--- src/sv/deq_pkg.sv ---
package deq_pkg;

   localparam int DEPTH      = 16;
   localparam int DATA_WIDTH = 32;

   localparam int IDX_W  = $clog2(DEPTH);
   localparam int CNT_W  = $clog2(DEPTH + 1);
   localparam int MODE_W = 3;
   localparam int ELEM_W = 32;
   localparam int STAT_W = 2;
   localparam int COUNT_W = 5;

   typedef enum logic [MODE_W-1:0] {
      MODE_PUSH_FRONT = 3'd0,
      MODE_PUSH_BACK  = 3'd1,
      MODE_POP_FRONT  = 3'd2,
      MODE_POP_BACK   = 3'd3,
      MODE_DUMP_FWD   = 3'd4,
      MODE_DUMP_BACK  = 3'd5
   } mode_type;

   typedef enum logic [STAT_W-1:0] {
      STAT_DONE  = 2'd0,
      STAT_FULL  = 2'd1,
      STAT_EMPTY = 2'd2,
      STAT_ELEM  = 2'd3
   } status_type;

   typedef enum logic {
      ST_IDLE = 1'b0,
      ST_DUMP = 1'b1
   } state_type;

   // Commands from the controller to the datapath.
   typedef struct packed {
      logic accept;
      logic dump_step;
   } cmd_type;

   // Status from the datapath to the controller.
   typedef struct packed {
      logic out_free;
      logic empty;
      logic dump_last;
   } sts_type;

endpackage

--- src/sv/deq_ctrl.sv ---
module deq_ctrl (
   input  logic             clock,
   input  logic             reset,
   input  logic             req_valid,
   output logic             req_ready,
   input  logic [2:0]       req_mode,
   input  deq_pkg::sts_type sts,
   output deq_pkg::cmd_type cmd
);
   import deq_pkg::*;

   state_type state_ff;
   state_type state_in;
   logic      is_dump;

   assign is_dump = (mode_type'(req_mode) == MODE_DUMP_FWD) ||
                    (mode_type'(req_mode) == MODE_DUMP_BACK);

   always_ff @(posedge clock) begin
      if (reset) begin
         state_ff <= ST_IDLE;
      end else begin
         state_ff <= state_in;
      end
   end

   always_comb begin
      state_in  = state_ff;
      cmd       = '0;
      req_ready = 1'b0;
      case (state_ff)
         ST_IDLE: begin
            req_ready = sts.out_free;
            if (req_valid && sts.out_free) begin
               cmd.accept = 1'b1;
               if (is_dump && !sts.empty) begin
                  state_in = ST_DUMP;
               end
            end
         end
         ST_DUMP: begin
            if (sts.out_free) begin
               cmd.dump_step = 1'b1;
               if (sts.dump_last) begin
                  state_in = ST_IDLE;
               end
            end
         end
         default: begin
            state_in = ST_IDLE;
         end
      endcase
   end

endmodule

--- src/sv/deq_datapath.sv ---
module deq_datapath (
   input  logic               clock,
   input  logic               reset,
   input  deq_pkg::cmd_type   cmd,
   output deq_pkg::sts_type   sts,
   input  logic [2:0]         req_mode,
   input  logic signed [31:0] req_value,
   output logic               rsp_valid,
   input  logic               rsp_ready,
   output logic signed [31:0] rsp_element,
   output logic [1:0]         rsp_status,
   output logic [4:0]         rsp_count,
   output logic               rsp_last
);
   import deq_pkg::*;

   logic [DATA_WIDTH-1:0] mem [DEPTH];

   logic [IDX_W-1:0] front_ff, front_in;
   logic [IDX_W-1:0] back_ff, back_in;
   logic [CNT_W-1:0] count_ff, count_in;
   logic [IDX_W-1:0] slot_ff, slot_in;
   logic [CNT_W-1:0] idx_ff, idx_in;
   logic             dir_back_ff, dir_back_in;
   logic [DATA_WIDTH-1:0] rd_data_ff;

   logic                  rsp_valid_ff, rsp_valid_in;
   logic [ELEM_W-1:0]     rsp_element_ff, rsp_element_in;
   status_type            rsp_status_ff, rsp_status_in;
   logic [CNT_W-1:0]      rsp_count_ff, rsp_count_in;
   logic                  rsp_last_ff, rsp_last_in;

   logic             wr_en;
   logic [IDX_W-1:0] wr_addr;
   logic             full;
   logic             load;

   function automatic logic [IDX_W-1:0] ring_next(input logic [IDX_W-1:0] i);
      ring_next = (i == IDX_W'(DEPTH - 1)) ? '0 : i + 1'b1;
   endfunction

   function automatic logic [IDX_W-1:0] ring_prev(input logic [IDX_W-1:0] i);
      ring_prev = (i == '0) ? IDX_W'(DEPTH - 1) : i - 1'b1;
   endfunction

   assign full          = (count_ff == CNT_W'(DEPTH));
   assign sts.out_free  = !rsp_valid_ff || rsp_ready;
   assign sts.empty     = (count_ff == '0);
   assign sts.dump_last = ((idx_ff + 1'b1) == count_ff);

   always_comb begin
      front_in       = front_ff;
      back_in        = back_ff;
      count_in       = count_ff;
      slot_in        = slot_ff;
      idx_in         = idx_ff;
      dir_back_in    = dir_back_ff;
      wr_en          = 1'b0;
      wr_addr        = back_ff;
      load           = 1'b0;
      rsp_element_in = '0;
      rsp_status_in  = STAT_DONE;
      rsp_count_in   = count_ff;
      rsp_last_in    = 1'b1;

      if (cmd.accept) begin
         case (mode_type'(req_mode))
            MODE_PUSH_FRONT, MODE_PUSH_BACK: begin
               load = 1'b1;
               if (full) begin
                  rsp_status_in = STAT_FULL;
               end else begin
                  wr_en    = 1'b1;
                  count_in = count_ff + 1'b1;
                  if (mode_type'(req_mode) == MODE_PUSH_FRONT) begin
                     front_in = ring_prev(front_ff);
                     wr_addr  = ring_prev(front_ff);
                  end else begin
                     back_in = ring_next(back_ff);
                  end
                  rsp_count_in = count_ff + 1'b1;
               end
            end
            MODE_POP_FRONT, MODE_POP_BACK: begin
               load = 1'b1;
               if (sts.empty) begin
                  rsp_status_in = STAT_EMPTY;
               end else begin
                  count_in = count_ff - 1'b1;
                  if (mode_type'(req_mode) == MODE_POP_FRONT) begin
                     front_in = ring_next(front_ff);
                  end else begin
                     back_in = ring_prev(back_ff);
                  end
                  rsp_count_in = count_ff - 1'b1;
               end
            end
            MODE_DUMP_FWD, MODE_DUMP_BACK: begin
               if (sts.empty) begin
                  load          = 1'b1;
                  rsp_status_in = STAT_EMPTY;
               end else begin
                  dir_back_in = (mode_type'(req_mode) == MODE_DUMP_BACK);
                  slot_in     = (mode_type'(req_mode) == MODE_DUMP_BACK) ?
                                ring_prev(back_ff) : front_ff;
                  idx_in      = '0;
               end
            end
            default: begin
               load = 1'b1;
            end
         endcase
      end else if (cmd.dump_step) begin
         load           = 1'b1;
         rsp_element_in = ELEM_W'(rd_data_ff);
         rsp_status_in  = STAT_ELEM;
         rsp_last_in    = sts.dump_last;
         slot_in        = dir_back_ff ? ring_prev(slot_ff) : ring_next(slot_ff);
         idx_in         = idx_ff + 1'b1;
      end

      if (load) begin
         rsp_valid_in = 1'b1;
      end else if (rsp_ready) begin
         rsp_valid_in = 1'b0;
      end else begin
         rsp_valid_in = rsp_valid_ff;
      end
   end

   // The read address is the next dump slot, so during a dump rd_data_ff holds the element at slot_ff.
   always_ff @(posedge clock) begin
      if (wr_en) begin
         mem[wr_addr] <= DATA_WIDTH'($unsigned(req_value));
      end
      rd_data_ff <= mem[slot_in];
   end

   always_ff @(posedge clock) begin
      if (reset) begin
         front_ff     <= '0;
         back_ff      <= '0;
         count_ff     <= '0;
         slot_ff      <= '0;
         idx_ff       <= '0;
         dir_back_ff  <= 1'b0;
         rsp_valid_ff <= 1'b0;
      end else begin
         front_ff     <= front_in;
         back_ff      <= back_in;
         count_ff     <= count_in;
         slot_ff      <= slot_in;
         idx_ff       <= idx_in;
         dir_back_ff  <= dir_back_in;
         rsp_valid_ff <= rsp_valid_in;
      end
   end

   always_ff @(posedge clock) begin
      if (load) begin
         rsp_element_ff <= rsp_element_in;
         rsp_status_ff  <= rsp_status_in;
         rsp_count_ff   <= rsp_count_in;
         rsp_last_ff    <= rsp_last_in;
      end
   end

   assign rsp_valid   = rsp_valid_ff;
   assign rsp_element = rsp_element_ff;
   assign rsp_status  = rsp_status_ff;
   assign rsp_count   = COUNT_W'(rsp_count_ff);
   assign rsp_last    = rsp_last_ff;

endmodule

--- src/sv/double_ended_queue_core.sv ---
// Channel  | Direction | Handshake              | Beat payload
// req_     | in        | req_valid / req_ready  | req_mode, req_value
// rsp_     | out       | rsp_valid / rsp_ready  | rsp_element, rsp_status, rsp_count, rsp_last
//
// For push, pop and unused modes the result beat is registered at the accept edge.
// A dump of N elements first starts the ring read, then returns one element per cycle while
// the output does not stall, set by the single registered read port of the element store.
// Reset clears the ring indices, the element count, the controller and the output valid.
// The element store is not cleared; it has no clearing pass.
// A low rsp_ready while rsp_valid is high holds the output register and stalls both new requests and a running dump.
module double_ended_queue_core (
   input  logic               clock,
   input  logic               reset,
   input  logic               req_valid,
   output logic               req_ready,
   input  logic [2:0]         req_mode,
   input  logic signed [31:0] req_value,
   output logic               rsp_valid,
   input  logic               rsp_ready,
   output logic signed [31:0] rsp_element,
   output logic [1:0]         rsp_status,
   output logic [4:0]         rsp_count,
   output logic               rsp_last
);
   import deq_pkg::*;

   // Commands flow from the controller to the datapath, status flows back.
   cmd_type cmd;
   sts_type sts;

   // The controller owns the request handshake and sequences dumps.
   deq_ctrl u_ctrl (
      .clock     (clock),
      .reset     (reset),
      .req_valid (req_valid),
      .req_ready (req_ready),
      .req_mode  (req_mode),
      .sts       (sts),
      .cmd       (cmd)
   );

   // The datapath holds the ring store, its indices and count, and the result register.
   deq_datapath u_datapath (
      .clock       (clock),
      .reset       (reset),
      .cmd         (cmd),
      .sts         (sts),
      .req_mode    (req_mode),
      .req_value   (req_value),
      .rsp_valid   (rsp_valid),
      .rsp_ready   (rsp_ready),
      .rsp_element (rsp_element),
      .rsp_status  (rsp_status),
      .rsp_count   (rsp_count),
      .rsp_last    (rsp_last)
   );

endmodule

--- config.mk ---
export PLATFORM = sky130hd
export DESIGN_NAME = double_ended_queue_core
export DESIGN_NICKNAME = d
export VERILOG_FILES = /design/src/sv/deq_pkg.sv /design/src/sv/deq_ctrl.sv /design/src/sv/deq_datapath.sv /design/src/sv/double_ended_queue_core.sv
export SDC_FILE = /design/constraint.sdc
export NUM_CORES = 1
export LEC_CHECK = 0
export ABC_AREA = 1
export BUFFER_PORTS_ARGS = -buffer_cell sky130_fd_sc_hd__buf_2
export CAP_MARGIN = 15
export CORE_MARGIN = 1.5
export CORE_UTILIZATION = 43
export DETAILED_ROUTE_END_ITERATION = 12
export GPL_TIMING_DRIVEN = 0
export HOLD_SLACK_MARGIN = 0.06
export PLACE_DENSITY = 0.62
export SYNTH_ARGS = -nofsm -noshare
export SYNTH_HDL_FRONTEND = slang
export SYNTH_SLANG_ARGS = --single-unit
--- constraint.sdc ---
create_clock -name clock -period 6.4 [get_ports clock]
set_input_delay 0.32 -clock clock [delete_from_list [all_inputs] [get_ports clock]]
set_output_delay 0.32 -clock clock [all_outputs]
set_load 0.01 [all_outputs]
* Word level (Yosys, flattened, before mapping)
Memory sizes are Yosys's and may differ from the RTL's. A register that Yosys moved wholly into a read port is not among the register bits.
Cells that the tools add are included.
** Word-level totals
- RAM bits :: 512
- Memories :: 1
- Bits in registers :: 65
- Input port bits :: 39
** Operators by class
- $add $sub $neg :: 9
- Equality and inequality tests :: 18
- Mux-type cells :: 60
- Bitwise logic cells :: 3
- Reductions and logical operators :: 23
** Memories
- u_datapath.mem :: words 16, width 32, rd ports 1, clocked after memory_dff 1, write ports 1, RTL line deq_datapath.sv:17 : logic [DATA_WIDTH-1:0] mem [DEPTH];
** Operators by type and width (number)
- $mux 4 :: 24
- $mux 5 :: 7
- $mux 1 :: 21
- $pmux 4 s2 :: 2
- $add 4x1->4 const B :: 3
- $eq 4x4->1 const B :: 3
- $logic_not 4->1 :: 3
- $reduce_and 6->1 :: 2
- $sub 4x1->4 const B :: 3
- $add 5x1->5 const B :: 2
- $ne 2x2->1 const B :: 5
- $pmux 5 s2 :: 1
- $reduce_or 2->1 :: 4
- $eq 3x2->1 const B :: 2
- $eq 3x3->1 const B :: 2
- $mux 2 :: 3
- $ne 2x1->1 const B :: 3
- $reduce_and 3->1 :: 2
- $reduce_bool 2->1 :: 3
- $eq 5x5->1 :: 1
- $eq 5x5->1 const B :: 1
- $logic_not 5->1 :: 1
- $sub 5x1->5 const B :: 1
- $pmux 2 s2 :: 1
- 8 further kinds :: 13

* Depth between registers and ports, before layout
- Depth in word-level cells :: 8
- Depth in mapped cells :: 16
- Mapped depth without buffers :: 14

* Cells and area by module
Synthesis repeated with hierarchy kept, for this count alone.
** Unflattened totals
- Cell total of the unflattened synthesis :: 2488
- Area, all modules :: 26316.5 um2
** Modules (own cells, without submodules)
- deq_datapath :: seq. area each 17697.0 um2, cells each 2474, area each 26245.2 um2, times used 1
- deq_ctrl :: seq. area each 20.0 um2, cells each 14, area each 71.3 um2, times used 1

* Worst setup path before layout
Ideal clock, no wire load.
- Path type :: flip-flop to flip-flop
- From :: register u_datapath.count_ff[0]
- To :: memory u_datapath.mem[0][0] (enable)
- Data required time :: 5979 ps
- Data arrival time :: 2977 ps
- Library setup time :: 421 ps
- Cell stages (with the launch flop) :: 12
- Period minus slack after synthesis :: 3398 ps
- Path slack :: 3002 ps
- Path buffers :: 0
- Path through :: dfxtp_1 > inv_1 > ha_1 > nand2_1 > nor2_1 > inv_1 > nand3_1 > nor2_1 > inv_1 > o21ai_0 > nand3_1 > nor2_1
** On the way
- Longest elaborated chain between the ends :: 6
- Elaborated cells on any way between the ends :: 9
- Those cells by class :: 1 x eq/ne; 8 x mux
** RTL lines
- from (decl) :: RTL line deq_datapath.sv:21 : logic [CNT_W-1:0] count_ff, count_in;
- from (signal assigned) :: RTL line deq_datapath.sv:151 : count_ff <= count_in;
- $eq 5x5->1 (*) :: RTL line deq_datapath.sv:46 : assign full = (count_ff == CNT_W'(DEPTH));
- $mux 1 :: RTL line deq_datapath.sv:70 : if (full) begin
- $mux 1 :: RTL line deq_datapath.sv:67 : case (mode_type'(req_mode))
- $mux 1 :: RTL line deq_datapath.sv:66 : if (cmd.accept) begin
- $mux 1 :: RTL line deq_datapath.sv:133 : if (wr_en) begin
- $mux 1 (implied by the code) :: RTL line deq_datapath.sv:134 : mem[wr_addr] <= DATA_WIDTH'($unsigned(req_value));
- to (decl) :: RTL line deq_datapath.sv:17
Every way passes the cells marked *; elsewhere a longest branch is shown, timed or not.

* Final worst setup path
- From :: register u_datapath.count_ff[0]
- To :: memory u_datapath.mem[9][15] (enable)
Same word-level chain as after synthesis.

==> results.yml <==
run_status:
  status: "complete, no violations"
power_and_ir_drop:
  p_leak_nw: 12.8
  p_per_area_nw_per_um2: 326
  peakVddDrop_mv: 0.209
  p_total_mw: 10.0
floorplan:
  fp.coreArea_um2: 60400
  initial_utilization_pct: 43.5
  row_count: 90
  io-pin-count: 81
  die_w_um: 250
  die_y_um: 250
  die_area_um2: 62600
finish:
  drive_gt1_share_pct: 13.8
  layout_commonest_cell: "nand3_1"
  final_cell_mix: "nand3_1 (604), edfxtp_1 (552), nand2_1 (542), inv_1 (369), buf_2 (183)"
  area_growth_pct: 16.7
  fillers: 5272
  fin_nets: 2722
  diodes: 0
logic_synthesis:
  ys_ff_latch: 609
  netlist_area_um2: 26300
  synth_compound_area_share_pct: 1.51
  async_flop_share_pct: 0
  seq_area_frac_synth_pct: 67.5
  synthAdderAreaFrac_pct: 0.429
  yosys-mux-area-fraction_pct: 0
  ys_warn_count: 0
  postSynthAreaPerCell_um2: 10.5
  synth_ff_type: "edfxtp_1"
  synthCells: 2495
  synth_edf_count: 552
  synth_top_family_by_area: "simple AND/OR/NAND/NOR gates"
  synth_nets: 2543
  synth_cell_types: 39
  synth-xor-area-share_pct: 0.500
  yosys.area_share.simple_pct: 21.9
clocking:
  clkSlewWorstSetupHoldPaths_ns: 0.06
  h-tree-depth: 2
  cts_buffers: 61
  cts_tree: "yes"
  cts_sinks: 609
  clk_path_buf_depth: 3
  post_cts_buffers: 0
  clock_latency_ns: 0.65
  root_buffer: "clkbuf_16"
placed_design:
  gp_congestion: 0.855
  port_buffers: 80
  place.detailed.hpwl_um: 48200
route:
  wire_per_inst_um: 20.6
  drc: 0
  avgViaCountPerCell: 5.32
  dr.pass1.iters: 6
  wl_um: 72200
  postRouteAntennaNets: 0
  vias: 18700
  initialDrtViolationCount: 1858
worst_setup_path:
  arrival_ns: 3.92
  crit_start: "u_datapath.count_ff[0]"
  timing.rr.start: "u_datapath.count_ff[0]"
  cp.required_ns: 6.75
  r2r-end: "u_datapath.mem[9][15]"
  reg2reg_setup_slack_ns: 2.83
  end_kind: "flop"
  critical_path.startpoint_type: "flop"
  rr_worst_depth: 12
  critical_path_class: "reg -> reg"
  critPathMaxFanout: 17
timing:
  rsz0062_at_grt: "no"
  holdWs_ns: 0.0671
  tightest_slew_ns: 0.939
  hold_viol_final: 0
  drv_slew: 0
  max_slew_margin_pct: 37.4
  setup_violations: 0
  fin_crit_sh_pct: 55.8
  fin_skew_ns: 0.0203
  fmax_mhz: 280
  min_period_ns: 3.57
  tns_ns: 0
global_routing:
  met1_usage_pct: 30.8
  grt_pass1_vias: 18200
  overflow: 0
  grt_max_degree: 25
  grt_use_met2_pct: 37.7
  grt_first_pass_wirelength_um: 108000
  globalRoute.busiestLayer: "met2"
  use_met3_pct: 3.27
  antenna_found_initial: 0
  track_usage_pct: 23.0
min_path:
  min_from: "req_value[11]"
  hold-path-cell-count: 1
  min_to: "u_datapath.mem[6][11]"
  min_path_type: "in -> reg"
flow_run:
  max_cap_viol_count: 0
-- cells by family (layout without fill, tap and decap cells) --
kind of cell	Yosys count	count (layout)
buffers and inverters	515	747
AOI/OAI and AO/OA	71	71
adders and majority gates	9	9
DFF	609	609
and+or+nand+nor	1276	1276
xor gates and xnor gates	15	15
-- cell usage after synthesis (21+ instances only) --
cell / instances / area share [%]
o21ai_0: 36 / 0.69
a21oi_1: 21 / 0.40
buf_2: 103 / 2.0
buf_4: 23 / 0.66
nand3_1: 604 / 12
dfxtp_1: 57 / 4.3
nand3b_1: 32 / 0.91
nor2_1: 78 / 1.1
inv_1: 369 / 5.3
nand2_1: 543 / 7.8
edfxtp_1: 552 / 63
-- layout make-up --
| type | count | area [um2] | share of cell area (%) |
|---|---|---|---|
| Sequential cell | 609 | 17700 | 57.8 |
| Multi-Input combinational cell | 1371 | 6510 | 21.2 |
| Clock buffer | 70 | 1630 | 5.32 |
| Inverter | 374 | 1400 | 4.58 |
| Timing Repair Buffer | 116 | 983 | 3.21 |
| Tap cell | 782 | 978 | 3.19 |
| Buffer | 141 | 761 | 2.48 |
| Clock inverter | 46 | 683 | 2.23 |
-- sequential cells by signal (all words and copies together), names as in the netlist, 4 cells and up --
name,cells
u_datapath.front_ff,4
u_datapath.idx_ff,5
u_datapath.rsp_element,32
u_datapath.rsp_count,5
u_datapath.mem,512
u_datapath.slot_ff,4
u_datapath.back_ff,4
u_datapath.count_ff,5
u_datapath.rd_data_ff,32
-- routing by layer --
layer | vias to the layer above | part of all wire, %
li1 | 8720 | -
met1 | 8977 | 42
met2 | 823 | 47
met3 | 163 | 7.7
met4 | 0 | 3.7
met5 | - | 0
-- power breakdown --
part           switching (mW)  internal, mW  total, mW
clock                    1.61          2.45       4.06
sequential             0.0334          4.46       4.49
combinational            1.05         0.413       1.46
-- worst max-delay path by stage --
| stage | depth (start not counted) | endpoint |
|---|---|---|
| floorplan | 11 | u_datapath.mem[0][0] |
| CTS | 12 | u_datapath.mem[5][22] |
| global placement | 11 | u_datapath.mem[10][17] |
| detailed placement | 12 | u_datapath.mem[8][15] |
| finish | 12 | u_datapath.mem[9][15] |
| global route | 12 | u_datapath.mem[9][15] |
-- stage by stage --
stage | worst slack (ns) | cell area, um2 | std cells | utilization [%]
2_1_floorplan | 3.00 | 26300 | 2495 | -
3_3_place_gp | 1.01 | 27600 | 3357 | 45.8
3_5_place_dp | 2.97 | 28200 | 3374 | 46.7
4_1_cts | 2.92 | 30700 | 3509 | 50.8
6_report | 2.83 | 30700 | 3509 | 50.8
5_1_grt | 2.60 | 30700 | 3509 | 50.8
-- timing repair --
action                                 CTS  global route
gates resized for setup                  0             0
hold buffers                            19             0
endpoints found under the hold margin  212             0
-- critical path, stage by stage (launching register included) --
cell     delay [ns]
dfxtp_1        0.41
inv_1          0.11
ha_1           0.27
nand2_1        0.13
nor2_1         0.05
inv_1          0.09
nand3_1        0.15
nor2_1         0.12
inv_1          0.11
o21ai_0        0.47
nand2_1        0.41
nor2_4         0.67
buf_16         0.26
Note: power is estimated with default switching activity, not from simulation.
